[config.mk]
export PLATFORM = sky130hd
export DESIGN_NAME = clipped_blit_to_argb
export DESIGN_NICKNAME = d
export VERILOG_FILES = /design/src/design/cbta_pkg.sv /design/src/design/cbta_clip.sv /design/src/design/cbta_addr.sv /design/src/design/clipped_blit_to_argb.sv
export VERILOG_INCLUDE_DIRS = /design/src /design/src/design
export SDC_FILE = /design/constraint.sdc
export NUM_CORES = 1
export LEC_CHECK = 0
export BUFFER_PORTS_ARGS = -buffer_cell sky130_fd_sc_hd__buf_2
export CORE_MARGIN = 4
export CORE_UTILIZATION = 55
export CTS_CLUSTER_SIZE = 24
export DETAILED_ROUTE_END_ITERATION = 10
export PLACE_DENSITY = 0.73
export SLEW_MARGIN = 20
export SYNTH_ARGS = -nofsm -noshare
export SYNTH_HDL_FRONTEND = slang
export SYNTH_HIERARCHICAL = 1
export SYNTH_SLANG_ARGS = --single-unit
[constraint.sdc]
create_clock -name clk -period 7.9 [get_ports clk]
set_input_delay 2.37 -clock clk [delete_from_list [all_inputs] [get_ports clk]]
set_output_delay 2.37 -clock clk [all_outputs]
set_load 0.02 [all_outputs]
[src/design/clipped_blit_to_argb_macros.svh]
// ----------------------------------------------------------------------------
// Assertion macros for the clipped blit
// Shared concurrent assertion wrappers, empty when SYNTHESIS is defined.
// ----------------------------------------------------------------------------
`ifndef CLIPPED_BLIT_TO_ARGB_MACROS_SVH
`define CLIPPED_BLIT_TO_ARGB_MACROS_SVH

`ifndef SYNTHESIS

`define CBTA_ASSERT_IMP(lbl, ante, cons) \
  lbl: assert property (@(posedge clk) disable iff (!rst_n) (ante) |-> (cons)) \
    else $error("clipped blit assertion failed");

`define CBTA_ASSERT_NXT(lbl, ante, cons) \
  lbl: assert property (@(posedge clk) disable iff (!rst_n) (ante) |=> (cons)) \
    else $error("clipped blit assertion failed");

`else

`define CBTA_ASSERT_IMP(lbl, ante, cons)

`define CBTA_ASSERT_NXT(lbl, ante, cons)

`endif

`endif

[src/design/cbta_pkg.sv]
// ----------------------------------------------------------------------------
// Clipped blit package
// Widths, reset values, register indexes and shared types.
// ----------------------------------------------------------------------------
package cbta_pkg;

  localparam int unsigned MAX_DIM_DEF      = 4096;
  localparam int unsigned MAX_FB_WORDS_DEF = 16777216;
  localparam int unsigned ADDR_RANGE       = 16777216;

  localparam int DIM_W  = 13;
  localparam int LEN_W  = 3;
  localparam int BYTE_W = 8;
  localparam int FBW_W  = 25;
  localparam int ADDR_W = 24;
  localparam int WORD_W = 32;
  localparam int PROD_W = 2 * DIM_W;
  localparam int SUM_W  = PROD_W + 1;
  localparam int POS_W  = DIM_W + 2;

  localparam logic [DIM_W-1:0] SCREEN_W_RST = 13'd640;
  localparam logic [DIM_W-1:0] SCREEN_H_RST = 13'd480;
  localparam logic [FBW_W-1:0] FB_WORDS_RST = 25'd307200;
  localparam logic [BYTE_W-1:0] ALPHA_OPAQUE = 8'hff;

  typedef enum logic [1:0] {
    REG_SCREEN_WIDTH  = 2'd0,
    REG_SCREEN_HEIGHT = 2'd1,
    REG_FB_WORDS      = 2'd2
  } cfg_reg_t;

  typedef struct packed {
    logic              first;
    logic [DIM_W-1:0]  rect_x;
    logic [DIM_W-1:0]  rect_y;
    logic [DIM_W-1:0]  rect_width;
    logic [DIM_W-1:0]  rect_height;
    logic [LEN_W-1:0]  bytes_per_pixel;
    logic [BYTE_W-1:0] byte0;
    logic [BYTE_W-1:0] byte1;
    logic [BYTE_W-1:0] byte2;
  } pix_in_t;

  typedef struct packed {
    logic [DIM_W-1:0] screen_w;
    logic [DIM_W-1:0] screen_h;
    logic [FBW_W-1:0] limit;
  } cfg_t;

  typedef struct packed {
    logic [DIM_W-1:0]  x;
    logic [DIM_W-1:0]  y;
    logic [WORD_W-1:0] pixel;
  } s1_t;

  function automatic logic [DIM_W-1:0] clamp_dim(logic [DIM_W-1:0] v, int unsigned cap);
    logic [DIM_W-1:0] res;
    res = v;
    if ({19'd0, v} > cap) begin
      res = DIM_W'(cap);
    end
    return res;
  endfunction

endpackage

[src/design/cbta_clip.sv]
// ----------------------------------------------------------------------------
// Clipped blit raster walker
// Latches rectangle geometry, walks row and column counters, clips each pixel
// against the screen and builds the ARGB word into the first pipeline stage.
// ----------------------------------------------------------------------------
module cbta_clip
  import cbta_pkg::*;
#(
  parameter int unsigned MAX_DIM = MAX_DIM_DEF
) (
  input  logic    clk,
  input  logic    rst_n,
  input  logic    in_valid,
  output logic    in_ready,
  input  pix_in_t in_item,
  input  cfg_t    cfg,
  input  logic    s1_ready,
  output logic    s1_valid,
  output s1_t     s1_data
);

  logic [DIM_W-1:0] col_r, col_nxt;
  logic [DIM_W-1:0] row_r, row_nxt;
  logic [DIM_W-1:0] ox_r, ox_nxt;
  logic [DIM_W-1:0] oy_r, oy_nxt;
  logic [DIM_W-1:0] w_r, w_nxt;
  logic [DIM_W-1:0] h_r, h_nxt;
  logic [LEN_W-1:0] len_r, len_nxt;

  logic             s1_v_r;
  s1_t              s1_r, s1_nxt;

  logic             accept;
  logic             active;
  logic             on_screen;
  logic [DIM_W-1:0] col_e, row_e, col_inc;
  logic [POS_W-1:0] x_s, y_s;
  logic [BYTE_W-1:0] g_byte, b_byte;

  assign in_ready = !s1_v_r || s1_ready;
  assign accept   = in_valid && in_ready;

  always_comb begin
    ox_nxt  = ox_r;
    oy_nxt  = oy_r;
    w_nxt   = w_r;
    h_nxt   = h_r;
    len_nxt = len_r;
    col_e   = col_r;
    row_e   = row_r;
    if (in_item.first) begin
      ox_nxt  = in_item.rect_x;
      oy_nxt  = in_item.rect_y;
      w_nxt   = clamp_dim(in_item.rect_width, MAX_DIM);
      h_nxt   = clamp_dim(in_item.rect_height, MAX_DIM);
      len_nxt = in_item.bytes_per_pixel;
      col_e   = '0;
      row_e   = '0;
    end

    active  = (w_nxt != '0) && (row_e < h_nxt);
    col_inc = col_e + DIM_W'(1);
    col_nxt = col_e;
    row_nxt = row_e;
    if (active) begin
      if (col_inc >= w_nxt) begin
        col_nxt = '0;
        row_nxt = row_e + DIM_W'(1);
      end else begin
        col_nxt = col_inc;
      end
    end

    x_s = {{2{ox_nxt[DIM_W-1]}}, ox_nxt} + {2'b00, col_e};
    y_s = {{2{oy_nxt[DIM_W-1]}}, oy_nxt} + {2'b00, row_e};
    on_screen = active && !x_s[POS_W-1] && !y_s[POS_W-1] &&
                (x_s[POS_W-2:0] < {1'b0, cfg.screen_w}) &&
                (y_s[POS_W-2:0] < {1'b0, cfg.screen_h});

    g_byte = (len_nxt > LEN_W'(1)) ? in_item.byte1 : in_item.byte0;
    b_byte = (len_nxt > LEN_W'(2)) ? in_item.byte2 : in_item.byte0;

    s1_nxt.x     = x_s[DIM_W-1:0];
    s1_nxt.y     = y_s[DIM_W-1:0];
    s1_nxt.pixel = {ALPHA_OPAQUE, in_item.byte0, g_byte, b_byte};
  end

  always_ff @(posedge clk) begin
    if (!rst_n) begin
      col_r  <= '0;
      row_r  <= '0;
      ox_r   <= '0;
      oy_r   <= '0;
      w_r    <= '0;
      h_r    <= '0;
      len_r  <= LEN_W'(1);
      s1_v_r <= 1'b0;
    end else begin
      if (accept) begin
        col_r <= col_nxt;
        row_r <= row_nxt;
        ox_r  <= ox_nxt;
        oy_r  <= oy_nxt;
        w_r   <= w_nxt;
        h_r   <= h_nxt;
        len_r <= len_nxt;
      end
      if (in_ready) begin
        s1_v_r <= accept && on_screen;
      end
    end
  end

  always_ff @(posedge clk) begin
    if (accept) begin
      s1_r <= s1_nxt;
    end
  end

  assign s1_valid = s1_v_r;
  assign s1_data  = s1_r;

endmodule

[src/design/cbta_addr.sv]
// ----------------------------------------------------------------------------
// Clipped blit address stage
// Multiplies the row by the pitch, adds the column, checks the framebuffer
// limit and holds the result word for the output channel.
// ----------------------------------------------------------------------------
module cbta_addr
  import cbta_pkg::*;
(
  input  logic              clk,
  input  logic              rst_n,
  input  logic              s1_valid,
  output logic              s1_ready,
  input  s1_t               s1_data,
  input  cfg_t              cfg,
  output logic              out_valid,
  input  logic              out_ready,
  output logic [ADDR_W-1:0] out_address,
  output logic [WORD_W-1:0] out_pixel
);

  logic              s2_v_r;
  logic [PROD_W-1:0] prod_r;
  logic [DIM_W-1:0]  x_r;
  logic [WORD_W-1:0] pix_r;

  logic              out_v_r;
  logic [ADDR_W-1:0] addr_r;
  logic [WORD_W-1:0] opix_r;

  logic              out_adv;
  logic              s2_adv;
  logic [SUM_W-1:0]  addr_sum;
  logic              in_range;

  assign out_adv  = !out_v_r || out_ready;
  assign s2_adv   = !s2_v_r || out_adv;
  assign s1_ready = s2_adv;

  assign addr_sum = {1'b0, prod_r} + {{(SUM_W-DIM_W){1'b0}}, x_r};
  assign in_range = addr_sum < {{(SUM_W-FBW_W){1'b0}}, cfg.limit};

  always_ff @(posedge clk) begin
    if (!rst_n) begin
      s2_v_r  <= 1'b0;
      out_v_r <= 1'b0;
    end else begin
      if (s2_adv) begin
        s2_v_r <= s1_valid;
      end
      if (out_adv) begin
        out_v_r <= s2_v_r && in_range;
      end
    end
  end

  always_ff @(posedge clk) begin
    if (s2_adv && s1_valid) begin
      prod_r <= s1_data.y * cfg.screen_w;
      x_r    <= s1_data.x;
      pix_r  <= s1_data.pixel;
    end
    if (out_adv && s2_v_r) begin
      addr_r <= addr_sum[ADDR_W-1:0];
      opix_r <= pix_r;
    end
  end

  assign out_valid   = out_v_r;
  assign out_address = addr_r;
  assign out_pixel   = opix_r;

endmodule

[src/design/clipped_blit_to_argb.sv]
// ----------------------------------------------------------------------------
// Clipped rectangle blit to ARGB8888
// Walks a rectangle of source pixels, clips it to the screen and framebuffer
// and emits word addresses with opaque ARGB8888 pixel words.
// ----------------------------------------------------------------------------
// Channel   Direction  Handshake            Payload
// in_       slave      in_tvalid/in_tready  tdata geometry and bytes, tuser first
// out_      master     out_tvalid/out_tready tdata address and pixel word
// cfg_      write      cfg_we               cfg_index, cfg_wdata
//
// One word is accepted per cycle when the clip register can take it; kept
// pixels pass the clip register, the row times pitch multiply and the address add
// and compare. Back pressure moves stage by stage, and empty stages are filled
// while the output waits. Reset is synchronous and active low: it clears the
// counters, the latched geometry and the stage valids and loads the defaults.
// ----------------------------------------------------------------------------
`include "clipped_blit_to_argb_macros.svh"

module clipped_blit_to_argb
  import cbta_pkg::*;
#(
  parameter int unsigned MAX_DIM      = MAX_DIM_DEF,
  parameter int unsigned MAX_FB_WORDS = MAX_FB_WORDS_DEF
) (
  input  logic        clk,
  input  logic        rst_n,
  input  logic        in_tvalid,
  output logic        in_tready,
  // rect_x, rect_y, rect_width, rect_height, bytes_per_pixel, byte0, byte1, byte2
  input  logic [79:0] in_tdata,
  // first
  input  logic [0:0]  in_tuser,
  output logic        out_tvalid,
  input  logic        out_tready,
  // write_address, pixel_word
  output logic [55:0] out_tdata,
  input  logic        cfg_we,
  input  logic [1:0]  cfg_index,
  input  logic [FBW_W-1:0] cfg_wdata
);

  localparam int unsigned LIMIT_CAP =
    (MAX_FB_WORDS < ADDR_RANGE) ? MAX_FB_WORDS : ADDR_RANGE;

  logic [DIM_W-1:0] sw_r;
  logic [DIM_W-1:0] sh_r;
  logic [FBW_W-1:0] limit_r;
  logic [FBW_W-1:0] limit_nxt;

  cfg_t              cfg;
  pix_in_t           in_item;
  logic              s1_valid;
  logic              s1_ready;
  s1_t               s1_data;
  logic [ADDR_W-1:0] out_address;
  logic [WORD_W-1:0] out_pixel;

  assign limit_nxt = ({7'd0, cfg_wdata} > LIMIT_CAP) ? FBW_W'(LIMIT_CAP) : cfg_wdata;

  always_ff @(posedge clk) begin
    if (!rst_n) begin
      sw_r    <= clamp_dim(SCREEN_W_RST, MAX_DIM);
      sh_r    <= clamp_dim(SCREEN_H_RST, MAX_DIM);
      limit_r <= ({7'd0, FB_WORDS_RST} > LIMIT_CAP) ? FBW_W'(LIMIT_CAP) : FB_WORDS_RST;
    end else if (cfg_we) begin
      unique case (cfg_index)
        REG_SCREEN_WIDTH:  sw_r    <= clamp_dim(cfg_wdata[DIM_W-1:0], MAX_DIM);
        REG_SCREEN_HEIGHT: sh_r    <= clamp_dim(cfg_wdata[DIM_W-1:0], MAX_DIM);
        REG_FB_WORDS:      limit_r <= limit_nxt;
        default: begin
        end
      endcase
    end
  end

  assign cfg.screen_w = sw_r;
  assign cfg.screen_h = sh_r;
  assign cfg.limit    = limit_r;

  assign in_item.first           = in_tuser[0];
  assign in_item.rect_x          = in_tdata[12:0];
  assign in_item.rect_y          = in_tdata[25:13];
  assign in_item.rect_width      = in_tdata[38:26];
  assign in_item.rect_height     = in_tdata[51:39];
  assign in_item.bytes_per_pixel = in_tdata[54:52];
  assign in_item.byte0           = in_tdata[62:55];
  assign in_item.byte1           = in_tdata[70:63];
  assign in_item.byte2           = in_tdata[78:71];

  cbta_clip #(
    .MAX_DIM (MAX_DIM)
  ) u_clip (
    .clk      (clk),
    .rst_n    (rst_n),
    .in_valid (in_tvalid),
    .in_ready (in_tready),
    .in_item  (in_item),
    .cfg      (cfg),
    .s1_ready (s1_ready),
    .s1_valid (s1_valid),
    .s1_data  (s1_data)
  );

  cbta_addr u_addr (
    .clk         (clk),
    .rst_n       (rst_n),
    .s1_valid    (s1_valid),
    .s1_ready    (s1_ready),
    .s1_data     (s1_data),
    .cfg         (cfg),
    .out_valid   (out_tvalid),
    .out_ready   (out_tready),
    .out_address (out_address),
    .out_pixel   (out_pixel)
  );

  assign out_tdata = {out_pixel, out_address};

  `CBTA_ASSERT_IMP(a_ready_when_empty, !s1_valid, in_tready)
  `CBTA_ASSERT_IMP(a_alpha_opaque, out_tvalid, out_tdata[55:48] == ALPHA_OPAQUE)
  `CBTA_ASSERT_IMP(a_empty_after_reset, $past(!rst_n), in_tready && !out_tvalid && !s1_valid)
  `CBTA_ASSERT_NXT(a_no_result_from_idle, !s1_valid && !out_tvalid && !in_tvalid,
                   !out_tvalid || $past(s1_ready))

endmodule
**Yosys cells after proc, flatten, opt, wreduce, memory -nomap -nowiden**

Index checks and enable logic that the tools add are counted.

- Output and inout port bits: 58
- Logic and storage cells: 80
- Bits in registers: 296

- Eq/ne operators: 2
- Reductions and logical operators: 23
- Order comparisons: 11
- $mul: 1
- Add/subtract/negate cells: 5
- Mux-type cells: 17

Operators by type and width:

| kind | number |
|---|---|
| $mux 13 | 13 |
| $gt 13x13->1 const B | 3 |
| $add 13x14->15 | 2 |
| $lt 14x13->1 | 2 |
| $add 26x13->27 | 1 |
| $lt 27x25->1 | 1 |
| $add 13x1->13 const B | 2 |
| $mul 13x13->26 | 1 |
| $gt 25x25->1 const B | 1 |
| $mux 25 | 1 |
| $mux 8 | 2 |
| $ge 13x13->1 | 1 |
| $lt 13x13->1 | 1 |
| $reduce_bool 13->1 | 1 |
| $logic_and 1x1->1 | 10 |
| $reduce_and 2->1 | 3 |
| $logic_not 1->1 | 5 |
| $gt 3x1->1 const B | 1 |
| $gt 3x2->1 const B | 1 |
| $logic_or 1x1->1 | 3 |
| $mux 3 | 1 |
| $eq 2x1->1 const B | 1 |
| $eq 2x2->1 const B | 1 |
| $logic_not 2->1 | 1 |

**Longest topological paths before layout**

Gate-level depths: netlist of the first run.

- Depth in word-level cells: 10
- Mapped depth: 24
- Mapped depth without buffers: 19

**By module**

The synthesis of the first run kept the hierarchy.

Modules (own cells, without submodules):

| module | area an instance (µm²) | instances | seq. area each (µm²) | cells each |
|---|---|---|---|---|
| cbta_addr | 10925.5 | 1 | 3853.7 | 1012 |
| cbta_clip | 8249.2 | 1 | 3143.0 | 906 |
| clipped_blit_to_argb | 2006.9 | 1 | 1021.0 | 233 |

**Least setup slack after synthesis of the first run**

Ideal clock, no wire load.

- Path kind: input-to-reg
- From: in in_tuser
- To: reg u_clip.col_r[6]
- Data arrival time: 7.044 ns
- Library setup time: 0.074 ns
- Path slack: 0.782 ns
- Cell stages on the path: 23
- Data required time: 7.826 ns
- Path through: buf_6 -> buf_2 -> buf_1 -> buf_1 -> buf_1 -> clkbuf_1 -> nor2b_1 -> ha_1 -> nand4_1 -> nor3b_1 -> and3_1 -> clkbuf_1 -> nand3_1 -> xnor2_1 -> ha_1 -> a211oi_1 -> nand2_1 -> or4_1 -> o21a_1 -> buf_2 -> nor3_2 -> nand3b_1 -> a31oi_1

- Cells in the longest elaborated chain, start to end: 5

RTL lines:

| item | RTL line | RTL |
|---|---|---|
| start: declaration | clipped_blit_to_argb.sv:32 | `input logic [0:0] in_tuser,` |
| $mux 13 | cbta_clip.sv:51 | `if (in_item.first) begin` |
| $add 13x1->13 | cbta_clip.sv:62 | `col_inc = col_e + DIM_W'(1);` |
| $ge 13x13->1 | cbta_clip.sv:66 | `if (col_inc >= w_nxt) begin` |
| $mux 13 | cbta_clip.sv:66 |  |
| $mux 13 (*) | cbta_clip.sv:65 | `if (active) begin` |
| end signal: assignment | cbta_clip.sv:100 | `col_r <= col_nxt;` |
| end: declaration | cbta_clip.sv:22 | `logic [DIM_W-1:0] col_r, col_nxt;` |

Every way passes the cells marked *; elsewhere a longest branch is shown, timed or not.
A chain may end at the register's enable or synchronous reset.

**Final worst setup path of the first run**

- From: in in_tuser
- To: reg u_clip.col_r[8]

The elaborated chain is that of the path after synthesis.

==> results of run 1 <==
[metal layers]
layer  GRT usage, %  vias to the layer above  wire length, um
met5              0                        -               13
met2           39.2                      529            23600
met4           6.94                        2             1290
met3           3.90                      101             3210
met1           31.6                     7636            21500
li1               -                     7618                -
[registers in the layout, indices dropped and copies added, names as in the netlist, 24 cells and up]
register,count
limit_r,25
u_addr/out_address,24
u_addr/out_pixel,32
u_addr/pix_r,32
u_addr/prod_r,26
u_clip/s1_data,50
[cells in the mapped netlist, drive strengths merged, types with 7 or more instances]
library cell and n:
and3 10, edfxtp 177, nor3b 22, dfxtp 135
mux2i 13, a31oi 13, o211ai 7, nand4 15
nor3 19, ha 186, or2 7, a22oi 47
o31ai 11, nor4 21, xnor2 51, a21o 28
a211oi 24, o21a 11, nand3 48, a21oi 148
inv 254, nor2 105, mux2 38, nand2b 11
o21ai 54, xor2 26, fa 124, buf 23
nor2b 37, clkbuf 69, and2 93, nand2 263
[stage by stage]
| step | cell area [um^2] | total power (uW) | util, % | setup slack, ns | instances |
|---|---|---|---|---|---|
| global placement | 22400 | 2530 | 59.2 | 1.05 | 2760 |
| floorplan | 21200 | 2350 | - | 0.782 | 2158 |
| finish | 23600 | 4200 | 62.4 | 1.44 | 2824 |
| detailed placement | 22400 | 2550 | 59.2 | 0.991 | 2760 |
| CTS | 23600 | 4220 | 62.4 | 1.49 | 2824 |
| global route | 23600 | 4390 | 62.4 | 0.961 | 2824 |
[layout make-up]
cell class	count	area, um^2
Multi-Input combinational cell	1500	11900
Tap cell	511	639
Inverter	254	955
Timing Repair Buffer	183	951
Clock buffer	49	978
Clock inverter	15	218
Fill cell	3093	14200
Sequential cell	312	8020
[where the power goes]
group,internal [uW],switching [uW],leakage [uW]
logic,276,414,0.00692
clock network,1010,665,0.000576
registers,1790,51.4,0.00273
total,3070,1130,0.0102
[path summary, 6_finish.rpt]
kind                                   start                              to  slack [ns]  depth (start not counted)
setup / recovery                    in_tuser    u_clip/col_r[8]$_SDFFE_PN0P_        1.44                         16
hold / removal    u_addr/pix_r[27]$_DFFE_PP_  u_addr/out_pixel[27]$_DFFE_PP_        0.41                          0
setup reg to reg        sw_r[8]$_SDFFE_PN0P_     u_addr/prod_r[21]$_DFFE_PP_        1.62                         17
hold reg to reg   u_addr/pix_r[27]$_DFFE_PP_  u_addr/out_pixel[27]$_DFFE_PP_        0.41                          0
[cells by family after synthesis]
group           count (synthesis)  synth area share (%)
simple gates                  668                  15.6
other cells                     1                0.0177
buf+inv                       346                  6.39
xor+xnor                       77                  3.18
flops                         312                  37.9
compound gates                386                  11.6
fa+ha+maj                     310                  22.7
mux                            51                  2.63
[placed cells by master (no fill, tap or decap), types with 11 or more instances in the layout]
cell type  Yosys  routed
edfxtp_1     177     177
clkbuf_16      0      35
xnor2_1       51      51
mux2i_1       13      13
nand2b_1      11      11
o21ai_0       46      46
a21oi_1      148     148
buf_4          8      14
inv_1        253     252
nor2b_1       37      36
nand4_1       15      15
nor3_1        18      18
dfxtp_1      135     135
mux2_2        38      38
buf_2          8     169
xor2_1        26      26
a22oi_1       47      47
a21o_1        28      28
a31oi_1       13      13
fa_1         124     124
a211oi_1      24      24
and2_1        92      91
nand3_1       48      48
nor2_1       105     105
nor3b_1       21      21
ha_1         186     186
nor4_1        16      16
nand2_1      261     261
==> results.cfg, run 1 <==
[finish]
diodes = 0
layout-drive-gt1-share_pct = 13.1
final_nets = 2709
area_delta_synth_final_pct = 11.5

[timing]
hold_viol = 0
worst_slew_pin_slew_ns = 0.886
max_clock_freq_mhz = 155
relSlewSlack_pct = 40.9
finalMaxSlewViolations = 0
finalCriticalPeriod_ns = 6.46
rsz0062_at_grt = false
setup_viol = 0
final.setup_skew_ns = 0.0232
timing.hold.ws_ns = 0.412
finalCritPeriodShare_pct = 81.8
tns_ns = 0

[cts]
cts_made_buffers = 35
cts_root_buf = clkbuf_16
clk_pin_slew_ns = 0.06
ctsHtreeMaxLevel = 2
clock_path_buffers = 3
post-cts-setup-buffers = 0
cts_resized = 0
cts_hold_buf = 0
cts_tree = done
clk_latency_ns = 0.54
clock-sinks = 312

[floorplan]
fp.dieW_um = 204
io_pins = 171
dieArea_mm2 = 0.0417
dieHeight_um = 204
row_count = 71
core_mm2 = 0.0378
start_util_pct = 56.0

[global_routing]
grt_usage_pct = 23.4
overflow = 0
grt_max_degree = 72
antenna_found_initial = 2
grt_pass1_vias = 16000
grt_first_pass_wirelength_mm = 79.5

[critical_path]
cp-start-kind = input pin
path_max_fanout = 33
cpMaxStageDelayCell = or4_1
crit_type = in -> reg
crit_buf_inv = 1
slowest_delay_ns = 0.47
cp-end-kind = flop
cpMostUsedCell = ha_1
crit_chain = buf_2 > nor2b_1 > ha_1 > nand4_1 > nor3b_1 > and3_1 > nand3_1 > xnor2_1 > ha_1 > a211oi_1 > nand2_1 > or4_1 > o21a_1 > nor3_2 > nand3b_1 > a31oi_1
required_ns = 8.35
critical_path.top_delay_family = simple AND/OR/NAND/NOR gates
critical_path_arrival_ns = 6.91

[synth]
synthFlopType = edfxtp_1
synth_cells = 2151
synthArstFlopShare_pct = 0
synth_top_area_share_pct = 25.1
netlist_area_mm2 = 0.0212
ys_warn_count = 6
ys_types = 77
ys_ff_latch = 312
syn_avg_cell_area_um2 = 9.85
synth_area_leaders = edfxtp_1 (25%), dfxtp_1 (13%), fa_1 (12%)
seq_area_frac_synth_pct = 37.9
synth_top_area_cell = edfxtp_1
synth-edff-count = 177

[pwr]
powerDensity_mw_per_mm2 = 178
cellLeakagePower_uw = 0.0102
peakVddDrop_v = 0.000142

[detailed_routing]
drt-total-wl_mm = 49.6
drt_iter0_drc = 1415
vias = 15900
wl_per_cell_um = 17.6
firstDrtPassIters = 7
drtAntennaViolNets = 0
routed_via_density = 5.63
drc = 0

[outcome]
status = complete, no violations

[hold_path]
min_path_type = reg -> reg

[place]
gp_congestion = 0.915
hpwl_mm = 37.1
port_buffers = 169

[job]
drv_cap = 0
No activity file was read; power rests on OpenSTA's default activity.
==> inputs of run 2 (changes only) <==
- clock period: 7.9 -> 5.95 ns (I/O delays scaled with it)
==> run 2 against run 1 <==
Sequential power grew 32%; wire length up 2.1%; hold slack worse by 0.0045 ns; count of clock-buffer cells in the layout decreased by 4; largest power group unchanged; power is 28% higher.
==> results.cfg, run 2 (synthesis gave the netlist of run 1 again) <==
[outcome]
status = complete, no violations

[global_routing]
grt_usage_pct = 23.9
antenna_found_initial = 1
grt_max_degree = 72
overflow = 0
grt_pass1_vias = 16400
grt_first_pass_wirelength_mm = 81.4

[floorplan]
dieArea_mm2 = 0.0417
fp.dieW_um = 204
dieHeight_um = 204
start_util_pct = 56.0
core_mm2 = 0.0378
row_count = 71
io_pins = 171

[timing]
setup_viol = 0
finalCritPeriodShare_pct = 96.8
final.setup_skew_ns = 0.0215
max_clock_freq_mhz = 174
relSlewSlack_pct = 42.4
finalCriticalPeriod_ns = 5.76
hold_viol = 0
rsz0062_at_grt = false
tns_ns = 0
finalMaxSlewViolations = 0
worst_slew_pin_slew_ns = 0.864
setup_slack_ns = 0.191

[cts]
cts_root_buf = clkbuf_16
clock-sinks = 312
cts_hold_buf = 0
cts_made_buffers = 35
ctsHtreeMaxLevel = 2
clk_latency_ns = 0.54
clk_pin_slew_ns = 0.06
cts_tree = done
clock_path_buffers = 3

[finish]
layout-drive-gt1-share_pct = 15.3
final_nets = 2762
finish.instance_area_mm2 = 0.0239
largest_reg_flops = 50
fillers = 3087
area_delta_synth_final_pct = 12.9
final_cell_mix = nand2_1 (261), inv_1 (252), ha_1 (185)
layout_commonest_cell = nand2_1

[critical_path]
crit_end = u_addr/prod_r[21]$_DFFE_PP_
crit_type = reg -> reg
cp-start-kind = flop
critical_path_arrival_ns = 6.03
rr_worst_depth = 19
worstSetupStartpoint = u_clip/s1_data[35]$_DFFE_PP_
cpMostUsedCell = inv_1
r2r_start = u_clip/s1_data[35]$_DFFE_PP_
crit_buf_inv = 5
r2r-end = u_addr/prod_r[21]$_DFFE_PP_
path_max_fanout = 8
required_ns = 6.22
crit_chain = buf_4 > and2_1 > fa_1 > inv_1 > fa_1 > inv_1 > ha_1 > ha_1 > inv_1 > fa_1 > inv_1 > ha_1 > a211oi_1 > nor2_1 > o311ai_0 > nand2_1 > a21o_1 > a21oi_1 > xnor2_1
cpMaxStageDelayCell = o311ai_0
cp-end-kind = flop
slowest_delay_ns = 0.64
rrSetupSlack_ns = 0.19
critical_path.top_delay_family = adder cells
crit_cells = 19

[detailed_routing]
drtAntennaViolNets = 0
firstDrtPassIters = 5
drt-total-wl_mm = 50.7
drt_iter0_drc = 1199
routed_via_density = 5.62
wl_per_cell_um = 17.6
drc = 0
vias = 16200

[place]
port_buffers = 169
gp_congestion = 0.907
placed_area_mm2 = 0.0227
hpwl_mm = 39.0
place_ws_ns = 0.186

[pwr]
cellLeakagePower_uw = 0.0104
powerDensity_mw_per_mm2 = 225
peakVddDrop_v = 0.000226

[job]
drv_cap = 0

[hold_path]
min_path_cells = 0
min_path_type = reg -> reg
-- run 2: cell count changes in the layout (fill, tap and decap cells not counted), moves of 2 or more --
cell,delta
bufinv_16,-4
dfxtp_1,-5
buf_4,+53
clkbuf_8,-4
dfxtp_2,+5
clkinv_2,+7
diode_2,+2
-- run 2: layer usage --
layer  track usage, %  share of wire [%]  vias up
met4             7.92                3.3        0
met1             31.7                 43     7766
li1                 -                  -     7727
met3             3.51                6.5      110
met5                0                  0        -
met2             40.5                 48      560
-- run 2: how the worst min path moves through the flow --
stage	startpoint	end	slack [ns]
after floorplan	u_addr/pix_r[0]$_DFFE_PP_	u_addr/out_pixel[0]$_DFFE_PP_	0.40
final	u_clip/s1_data[53]$_DFFE_PP_	u_addr/x_r[8]$_DFFE_PP_	0.41
after detailed placement	u_addr/pix_r[18]$_DFFE_PP_	u_addr/out_pixel[18]$_DFFE_PP_	0.40
after CTS	u_clip/s1_data[53]$_DFFE_PP_	u_addr/x_r[8]$_DFFE_PP_	0.40
after global placement	u_clip/s1_data[17]$_DFFE_PP_	u_addr/pix_r[17]$_DFFE_PP_	0.40
after global routing	u_clip/s1_data[46]$_DFFE_PP_	u_addr/x_r[1]$_DFFE_PP_	0.41
-- run 2: timing repair --
action | 4_1_cts | 5_1_grt
gates resized for setup | 0 | 6
setup endpoints to repair | 0 | 3
setup buffers | 0 | 12
-- run 2: where the power goes --
part           switching (uW)  internal, uW  total [uW]
Clock                     883          1110        2000
Combinational             576           394         970
Sequential               49.5          2370        2420
Total                    1510          3880        5390
-- run 2: per-stage QoR --
step                utilization, %  power [uW]  hold slack [ns]  instances
floorplan                        -        3120            0.400       2158
global placement              60.1        3380            0.401       2801
detailed placement            60.1        3410            0.405       2801
CTS                           62.9        5420            0.401       2864
global route                  63.2        5660            0.414       2876
finish                        63.2        5390            0.408       2878
-- run 2: worst register-to-register path, stage by stage (launching register included) --
cell and delay, ns:
edfxtp_1 0.57, buf_4 0.25, and2_1 0.18, fa_1 0.54, inv_1 0.07, fa_1 0.54, inv_1 0.04, ha_1 0.29
ha_1 0.29, inv_1 0.05, fa_1 0.53, inv_1 0.04, ha_1 0.24, a211oi_1 0.34, nor2_1 0.15, o311ai_0 0.64
nand2_1 0.22, a21o_1 0.23, a21oi_1 0.20, xnor2_1 0.09
-- run 2: final cells by class --
| cell class | instances | area [um^2] | share of cell area (%) |
|---|---|---|---|
| repair buffers | 236 | 1350 | 5.64 |
| well taps | 511 | 639 | 2.67 |
| multi-input cells | 1500 | 11900 | 49.7 |
| diodes | 2 | 5.00 | 0.0209 |
| clock buffers | 45 | 923 | 3.86 |
| clock inverters | 18 | 131 | 0.550 |
| inverters | 254 | 955 | 3.99 |
| flip-flops and latches | 312 | 8020 | 33.6 |
